`src/rtl/lzrle_pkg.sv`:
```
// Shared types and constants of the LZ/RLE/literal decompressor.
package lzrle_pkg;

  localparam int HIST_AW   = 12;
  localparam int LANES     = 8;
  localparam int CNT_W     = 4;
  localparam int RUN_W     = 9;
  localparam int TOTAL_W   = 32;

  localparam logic [7:0] LZ_EXT_BIAS  = 8'h0A;
  localparam logic [7:0] EXT_BIAS     = 8'h40;
  localparam logic [7:0] LZ_FLAG      = 8'h80;
  localparam logic [7:0] RLE_FLAG     = 8'h40;
  localparam logic [3:0] DIST_HI_MASK = 4'hF;

  localparam logic REG_IMAGE_WIDTH  = 1'b0;
  localparam logic REG_IMAGE_HEIGHT = 1'b1;

  typedef enum logic [2:0] {
    PH_OPCODE  = 3'd0,
    PH_LZ_LOW  = 3'd1,
    PH_LZ_EXT  = 3'd2,
    PH_RLE_EXT = 3'd3,
    PH_LIT_EXT = 3'd4,
    PH_LITERAL = 3'd5
  } phase_t;

  typedef struct packed {
    logic accept;
    logic rd_issue;
    logic rd_data;
  } ctl_cmd_t;

  typedef struct packed {
    logic tot_ok;
    logic run_go;
    logic lit_go;
    logic lanes_full;
    logic lanes_empty;
    logic last_byte;
  } dp_status_t;

endpackage

```
`src/rtl/lzrle_ctrl.sv`:
```
// Sequencer that steps the decoder through accept, history read and flush.
module lzrle_ctrl (
  input  logic                  clk,
  input  logic                  rst,
  input  logic                  s_tvalid,
  output logic                  s_tready,
  input  lzrle_pkg::dp_status_t st,
  output lzrle_pkg::ctl_cmd_t   cmd
);

  typedef enum logic [3:0] {
    S_IDLE  = 4'b0001,
    S_RD    = 4'b0010,
    S_DAT   = 4'b0100,
    S_FLUSH = 4'b1000
  } state_t;

  state_t state, state_next;

  always_ff @(posedge clk) begin
    if (rst) begin
      state <= S_IDLE;
    end else begin
      state <= state_next;
    end
  end

  always_comb begin
    state_next   = state;
    s_tready     = 1'b0;
    cmd.accept   = 1'b0;
    cmd.rd_issue = 1'b0;
    cmd.rd_data  = 1'b0;
    unique case (state)
      S_IDLE: begin
        s_tready   = st.tot_ok;
        cmd.accept = st.tot_ok && s_tvalid;
        if (cmd.accept) begin
          if (st.run_go) begin
            state_next = S_RD;
          end else if (st.lit_go) begin
            state_next = S_FLUSH;
          end
        end
      end
      S_RD: begin
        // Wait until the lane buffer is no longer full before fetching another byte.
        if (!st.lanes_full) begin
          cmd.rd_issue = 1'b1;
          state_next   = S_DAT;
        end
      end
      S_DAT: begin
        cmd.rd_data = 1'b1;
        state_next  = st.last_byte ? S_FLUSH : S_RD;
      end
      S_FLUSH: begin
        if (st.lanes_empty) begin
          state_next = S_IDLE;
        end
      end
      default: state_next = S_IDLE;
    endcase
  end

endmodule

```
`config.mk`:
```
export PLATFORM = sky130hd
export DESIGN_NAME = lzrle_ctrl
export DESIGN_NICKNAME = d
export VERILOG_FILES = /design/src/rtl/lzrle_pkg.sv /design/src/rtl/lzrle_ctrl.sv
export SDC_FILE = /design/constraint.sdc
export NUM_CORES = 1
export LEC_CHECK = 0
export ABC_AREA = 1
export BUFFER_PORTS_ARGS = -buffer_cell sky130_fd_sc_hd__buf_2
export CAP_MARGIN = 30
export CORE_AREA = 3 3 40 42
export DETAILED_ROUTE_END_ITERATION = 8
export DIE_AREA = 0 0 43 45
export PLACE_DENSITY = 0.51
export SYNTH_ARGS = -nofsm -noshare
export SYNTH_HDL_FRONTEND = slang
export SYNTH_SLANG_ARGS = --single-unit
```
`constraint.sdc`:
```
create_clock -name clk -period 0.9 [get_ports clk]
set_input_delay 0.135 -clock clk [delete_from_list [all_inputs] [get_ports clk]]
set_output_delay 0.135 -clock clk [all_outputs]
set_load 0.01 [all_outputs]
```
---- Yosys cells after proc, flatten, opt, wreduce, memory -nomap -nowiden ----
Cells that the tools add are included.
cells by class
  equality and inequality tests ........... 8
  multiplexer cells ....................... 12
  reduce and logical (&&, ||, !) cells .... 2
operator list
  kind                                                              number
  4-bit two-way mux                                                 6
  4-bit case mux with 4 select lines                                1
  2-bit != test (second input constant)                             3
  1-bit two-way mux                                                 5
  4-bit by 1-bit == test with 1-bit output (second input constant)  1
  4-bit by 2-bit == test with 1-bit output (second input constant)  1
  4-bit by 3-bit == test with 1-bit output (second input constant)  1
  4-bit == test (second input constant)                             1
  4-bit AND reduction                                               1
  3-bit != test (second input constant)                             1
  1-bit logical AND                                                 1
word-level totals
  bits in registers ....................... 4
  output and inout bits ................... 4
  word-level logic and storage cells ...... 23

---- Logic depth before layout (Yosys ltp) ----
Gate-level depths: netlist of the first run.
  depth in word-level cells ............... 4
  mapped depth ............................ 8
  mapped depth without buffers ............ 8

---- Least setup slack after synthesis of the first run ----
Ideal clock, no wire load.
  path kind ............................... register to register
  from .................................... register state[1]
  to ...................................... register state[1]
  setup time .............................. 0.114 ns
  data arrival time ....................... 0.835 ns
  setup slack ............................. -0.049 ns
  cell stages (with the launch flop) ...... 9
  cell sequence ........................... dfxtp_1 -> inv_2 -> nand2_1 -> nor2_2 -> nand2_2 -> nand3_2 -> nand2_1 -> nand2_1 -> nor2_2
between the ends
  longest elaborated chain between the ends .. 3
  elaborated cells on any way between the ends .. 10
ends and longest elaborated chain
  item                                                                    line              text
  start: declaration                                                      lzrle_ctrl.sv:18  state_t state, state_next;
  start signal: assignment                                                lzrle_ctrl.sv:24  state <= state_next;
  4-bit by 1-bit == test with 1-bit output, or another cell as far along  lzrle_ctrl.sv:34  unique case (state)
  3-bit != test (no source line) or 2-bit != test (tied branches)         -
  4-bit AND reduction (no source line)                                    -
Several ways; a longest one is shown, not always the timed one.
A chain may end at the register's enable or synchronous reset.

==> results of run 1 <==
## worst max-delay path, cell delays in order, from the launching register on
cell,delay (ns)
dfxtp_4,0.37
inv_6,0.05
nor2_4,0.10
nand2_2,0.07
nor2_1,0.08
buf_2,0.13
## power by group through the flow
stage / Combinational, uW / Clock, uW / Sequential, uW
2_1_floorplan: 539 / 0 / 305
3_3_place_gp: 744 / 0 / 316
3_5_place_dp: 742 / 0 / 313
4_1_cts: 911 / 239 / 392
5_1_grt: 1120 / 252 / 406
6_report: 1020 / 228 / 401
## per-stage QoR
stage	power, uW	utilization, %	cell area, um2	hold slack (ns)	setup slack, ns
5_1_grt	1780	42.8	551	0.0837	-0.327
4_1_cts	1540	39.4	507	0.0502	-0.263
6_report	1650	42.8	551	0.0834	-0.263
3_3_place_gp	1060	31.5	404	0.308	-0.121
2_1_floorplan	844	-	303	0.204	-0.0317
3_5_place_dp	1060	31.5	404	0.308	-0.120
## layout by cell type, fill, tap and decap left out
| cell | netlist | routed |
|---|---|---|
| nand3_4 | 0 | 3 |
| nand2_2 | 2 | 6 |
| o21ai_1 | 1 | 1 |
| nor2_2 | 3 | 2 |
| inv_1 | 5 | 5 |
| buf_2 | 0 | 11 |
| inv_2 | 4 | 3 |
| dfxtp_2 | 0 | 2 |
| dfxtp_4 | 0 | 2 |
| clkbuf_4 | 0 | 3 |
| o211ai_1 | 1 | 1 |
| nor2_4 | 0 | 4 |
| inv_6 | 0 | 1 |
| nor2_1 | 9 | 6 |
| nand2_4 | 0 | 1 |
| buf_4 | 0 | 4 |
| nor3_4 | 0 | 1 |
| nand3_2 | 3 | 1 |
| nand3_1 | 4 | 3 |
| buf_6 | 0 | 3 |
| nand2_1 | 12 | 7 |
## area by class of cell
class                           count  area (um2)  area share, %
Timing Repair Buffer               18         119           21.6
Tap cell                           15        18.8           3.41
Inverter                            9        38.8           7.05
Clock buffer                        3        22.5           4.09
Multi-Input combinational cell     36         262           47.5
Sequential cell                     4        90.1           16.4
## kinds of logic after synthesis
kind of cell	count (synthesis)
flops	4
buf+inv	9
compound gates	2
simple gates	34
## per-layer routing
metal  wire, um  up-vias  GRT usage, %
met1        352      148          9.88
met2        410        7          13.8
met3         34        0          3.59
met4          0        0          1.81
met5          0        -             0
li1           -      193             -
## worst max-delay path by stage
| stage | from | end | cells after the start |
|---|---|---|---|
| floorplan | state[2]$_SDFFE_PP0P_ | state[1]$_SDFFE_PP0P_ | 8 |
| global placement | state[1]$_SDFFE_PP0P_ | state[1]$_SDFFE_PP0P_ | 8 |
| detailed placement | state[0]$_SDFFE_PP1P_ | state[1]$_SDFFE_PP0P_ | 6 |
| CTS | state[3]$_SDFFE_PP0P_ | s_tready | 4 |
| global route | state[3]$_SDFFE_PP0P_ | s_tready | 4 |
| finish | state[1]$_SDFFE_PP0P_ | cmd[1] | 5 |
## repair_timing
action,CTS,global route
setup buffers,3,0
pin swaps,5,2
gates resized for setup,15,10
setup endpoints to repair,7,8
==> summary.md, run 1 <==
| Metric | Value |
|---|---|
| Die X | `roughly 43 um` |
| Leak pwr | `between 0.0002 and 0.0003 uW` |
| Unrepaired setup endpoints after global routing | `true` |
| I/O Pins | `13` |
| Yosys top cell by area | `dfxtp_1` |
| Clock latency on the worst-skew pair | `around 0.24 ns` |
| Fin. Hold Viols | `0` |
| Initial core utilization | `around 23%` |
| 1st-iter DRT viols | `5` |
| Layout cell share with drive strength beyond 1 | `between 60% and 70%` |
| Largest registers | `state (4)` |
| Clock buffer depth | `2` |
| Least-Margin Pin Slew | `between 0.15 and 0.2 ns` |
| Clock power frac | `13.9%` |
| Number of flip-flops under the largest register name | `4` |
| DP HPWL | `about 580 um` |
| Synth Net Count | `58` |
| Non-filler instance count after layout | `85` |
| Die area | `about 1900 um2` |
| Average cell area after synthesis | `a little under 6 um2` |
| Input/output buffers | `12` |
| Worst Setup End Kind | `output pin` |
| R2R Setup Slk | `-0.15 ns` |
| Post-synthesis compound-gate area fraction | `4.29%` |
| H-tree levels | `1` |
| P&R area growth vs syn | `88.8%` |
| Yosys warnings | `0` |
| Crit path DAT | `~1.0 ns` |
| Sw frac | `~46%` |
| CP Class | `flop to output pin` |
| # rows | `13` |
| Synth top cells by count | `12 x nand2_1, 9 x nor2_1, 5 x inv_1` |
| Antenna violations before repair | `0` |
| R2R cell count | `8` |
| Run status | `finished with violations` |
| Fillcell total | `~130` |
| Hold Buf Count CTS | `0` |
| 1st-pass router iterations | `4` |
| Simple-gate portion of the synthesized area | `56.7%` |
| Top_reg_cell synth | `dfxtp_1` |
| CTS buffer count | `3` |
| Relative slew slack | `between 80 and 90%` |
| Vias in the first global route | `310` |
| Die H | `approximately 45 um` |
| Logic gate share of total power | `approximately 62%` |
| Setup TNS | `-1.32 ns` |
| FF+latch count, synth | `4` |
| CP Max Fanout | `4` |
| Total GRT Usage | `8.24%` |
| Post-Syn Instances | `49` |
| Endpoint, Worst Hold | `state[2]$_SDFFE_PP0P_` |
| CP Data Required Time | `about 0.76 ns` |
| Inserted Diodes | `0` |
| P per Cell Area | `roughly 3000 nW/um2` |
| CTS tree | `yes` |
| Via count | `between 300 and 400` |
| Seq pwr share | `around a quarter` |
| Crit share post-route | `129%` |
| DR WL/cell | `about 9.4 um` |
| GR Overflow Total | `0` |
| XOR/XNOR Fraction of Synth Area | `0%` |
| Setup ws final | `-0.263 ns` |
| Clock transition at path regs | `about 0.040 ns` |
| Max Slew Vio Count | `0` |
| DP Cell Count | `79` |
| Most frequent cell after synthesis | `nand2_1` |
| Global-route wire length before repair | `around 1.2 mm` |
| Final min period | `1.16 ns` |
| Layout Skew | `between 0.004 and 0.005 ns` |
| Clock sink count | `4` |
| Failing checks | `negative setup slack` |
| Root Buffer | `clkbuf_4` |
| Async SR Flop Fraction | `0%` |
| Core area | `between 1000 and 1500 um2` |
| Area contributors post-synth | `dfxtp_1 27%, nand2_1 15%, nor2_1 12%, nand3_2 10%, nand3_1 6.9%` |
| Routed WL | `between 700 and 800 um` |
| Max Cap Violations | `0` |
| Yosys cell types | `12` |
| Synthesized area | `around 300 um2` |
| Drt via density | `4.09` |
| RR Endpoint | `state[1]$_SDFFE_PP0P_` |
| WHS Path Cells | `2` |
| Post-DRT Antenna Nets | `0` |
| Maximum number of pins on one net before global-route repair | `5` |
| Share of the synthesized area in the top cell type | `~27%` |
| Post-synthesis sequential area ratio | `a little over a quarter` |
| Fmax | `860 MHz` |
| Setup-failing EPs final | `7` |
| Final net count | `81` |
| Hold_sp | `rst` |
| P_sw | `754 uW` |
| FF-to-FF Start | `state[1]$_SDFFE_PP0P_` |
| Number of remaining DRC errors | `0` |
| Mux cell area share after synthesis | `0%` |
| GP Congestion | `about 0.69` |
| Adder-Cell Fraction of Synth Area | `0%` |
| Biggest register | `state` |
| Dominant combinational cell family by area after synthesis | `simple AND/OR/NAND/NOR gates` |
| Post-synth EDFFs | `0` |
| Internal Power | `between 800 and 900 uW` |
| Startpoint types | `flop` |
| Hold Path Class | `primary input to flop` |
| Peak VDD IR | `approximately 1 mV` |
No activity file was read; power rests on OpenSTA's default activity.
==> run 2: changes to the inputs <==
--- a/config.mk
+++ b/config.mk
@@ -9,9 +9,11 @@
 export BUFFER_PORTS_ARGS = -buffer_cell sky130_fd_sc_hd__buf_2
 export CAP_MARGIN = 30
 export CORE_AREA = 3 3 40 42
+export CTS_BUF_LIST = sky130_fd_sc_hd__clkbuf_16
 export DETAILED_ROUTE_END_ITERATION = 8
 export DIE_AREA = 0 0 43 45
 export PLACE_DENSITY = 0.51
+export RECOVER_POWER = 50
 export SYNTH_ARGS = -nofsm -noshare
 export SYNTH_HDL_FRONTEND = slang
 export SYNTH_SLANG_ARGS = --single-unit
==> run 2 against run 1 <==
Effect of this change:
- setup slack gained 0.012 ns
- cell count is the same
- sequential share of layout area fell by 1.1 points
- combinational power barely moved
- power grew 27%
- via count up 1.4%
- die area is the same
- the run still ends with negative setup slack left
- clock-buffer cell count stayed put
- first-iteration DRC count is 60% lower
- global-route usage rose by 0.65 points
- sequential power down 1%
- non-clock buffer count is the same
==> summary.md, run 2 (synthesis gave the netlist of run 1 again) <==
| Metric | Value |
|---|---|
| Routed WL | `roughly 830 um` |
| Setup ws final | `-0.250 ns` |
| Input/output buffers | `12` |
| Commonest non-fill, non-tap cell in the layout | `buf_2` |
| Maximum number of pins on one net before global-route repair | `5` |
| Startpoint types | `flop` |
| Post-DRT Antenna Nets | `0` |
| Worst Setup End Kind | `output pin` |
| Via count | `approximately 350` |
| CTS tree | `yes` |
| Clock buffer depth | `2` |
| # rows | `13` |
| Hold slack | `0.0779 ns` |
| DP HPWL | `about 580 um` |
| Crit share post-route | `128%` |
| Relative slew slack | `between 80% and 90%` |
| Layout cell share with drive strength beyond 1 | `around two thirds` |
| Layout Skew | `about 0.0034 ns` |
| Setup-failing EPs final | `7` |
| 1st-pass router iterations | `3` |
| Number of flip-flops under the largest register name | `4` |
| Die X | `roughly 43 um` |
| Die H | `about 45 um` |
| Fin. Hold Viols | `0` |
| CP Data Required Time | `approximately 0.76 ns` |
| Clock latency on the worst-skew pair | `approximately 0.22 ns` |
| P&R area growth vs syn | `103%` |
| Initial core utilization | `22.7%` |
| Final min period | `roughly 1.2 ns` |
| Least-Margin Pin Slew | `0.157 ns` |
| Global-route wire length before repair | `1.24 mm` |
| Non-filler instance count after layout | `between 80 and 90` |
| CTS buffer count | `3` |
| H-tree levels | `1` |
| Total GRT Usage | `under 10%` |
| Fmax | `between 800 and 900 MHz` |
| Drt via density | `between 4 and 5` |
| Fillcell total | `around 110` |
| P per Cell Area | `around 3500 nW/um2` |
| CP Class | `flop to output pin` |
| Final net count | `81` |
| CP Max Fanout | `4` |
| Leak pwr | `approximately 0.0003 uW` |
| Number of remaining DRC errors | `0` |
| Max Slew Vio Count | `0` |
| Setup TNS | `-1.27 ns` |
| Die area | `~1900 um2` |
| I/O Pins | `13` |
| Antenna violations before repair | `0` |
| Clock sink count | `4` |
| Max Cap Violations | `0` |
| 1st-iter DRT viols | `2` |
| Largest registers | `state (4)` |
| Biggest register | `state` |
| Most frequent cells in the layout | `11 x buf_2, 8 x nand2_1, 6 x nor2_1` |
| Clock transition at path regs | `0.03 ns` |
| Core area | `1280 um2` |
| Root Buffer | `clkbuf_16` |
| Unrepaired setup endpoints after global routing | `true` |
| Pre-CTS setup slack | `-0.120 ns` |
| GR Overflow Total | `0` |
| Failing checks | `negative setup slack` |
| Crit path DAT | `roughly 1.0 ns` |
| Peak VDD IR | `around 1.1 mV` |
| Inserted Diodes | `0` |
| Vias in the first global route | `between 300 and 400` |
| DR WL/cell | `around 10 um` |
| Run status | `finished with violations` |
| DP Cell Count | `about 80` |
| GP Congestion | `approximately 0.69` |
| Hold Path Class | `primary input to flop` |
run 2: cell counts in the layout (fill, tap and decap cells not counted):
No cell type changed its count.
run 2: critical path, stage by stage (launching register included):
cell     delay [ns]
dfxtp_4        0.37
inv_6          0.05
nor2_4         0.10
nand2_2        0.07
nor2_1         0.08
buf_2          0.13
run 2: final cells by class:
cell class	count	area (um2)	area share (%)
repair buffers	18	115	19.5
inverters	9	38.8	6.57
well taps	15	18.8	3.18
multi-input cells	36	253	42.8
flip-flops and latches	4	90.1	15.3
clock buffers	3	75.1	12.7
run 2: where the power goes:
part	switching (uW)	internal, uW	leakage [uW]	total [uW]
clock network	124	568	0.0000370	692
logic	553	445	0.000230	998
registers	122	275	0.0000344	397
total	799	1290	0.000301	2090
run 2: worst paths after layout:
path | startpoint | cells after the start | end | slack (ns)
hold / removal | rst | 2 | state[2]$_SDFFE_PP0P_ | 0.08
hold reg to reg | state[3]$_SDFFE_PP0P_ | 4 | state[2]$_SDFFE_PP0P_ | 0.66
setup / recovery | state[1]$_SDFFE_PP0P_ | 5 | cmd[1] | -0.25
setup reg to reg | state[1]$_SDFFE_PP0P_ | 8 | state[1]$_SDFFE_PP0P_ | -0.16
run 2: through the flow:
step	area [um2]	total power, uW	utilization (%)
after global routing	591	2230	46.0
final	591	2090	46.0
after CTS	546	1950	42.5
after detailed placement	404	1060	31.5
after floorplan	303	844	-
after global placement	404	1060	31.5
run 2: repair_timing:
item                       4_1_cts  5_1_grt
hold buffers                     0        0
setup endpoints to repair        7        8
gates resized for setup         11       11
pin swaps                        3        6
cloned                           0        0
buffers inserted                 3        0
run 2: routing by layer:
metal  GRT usage [%]  vias up  share of wire (%)  wire (um)
met5               0        -                  0          0
met4            1.81        0                  0          0
met3            4.78        0                4.7         39
met2            15.0        8                 56        464
met1            10.1      150                 39        326
li1                -      195                  -          -
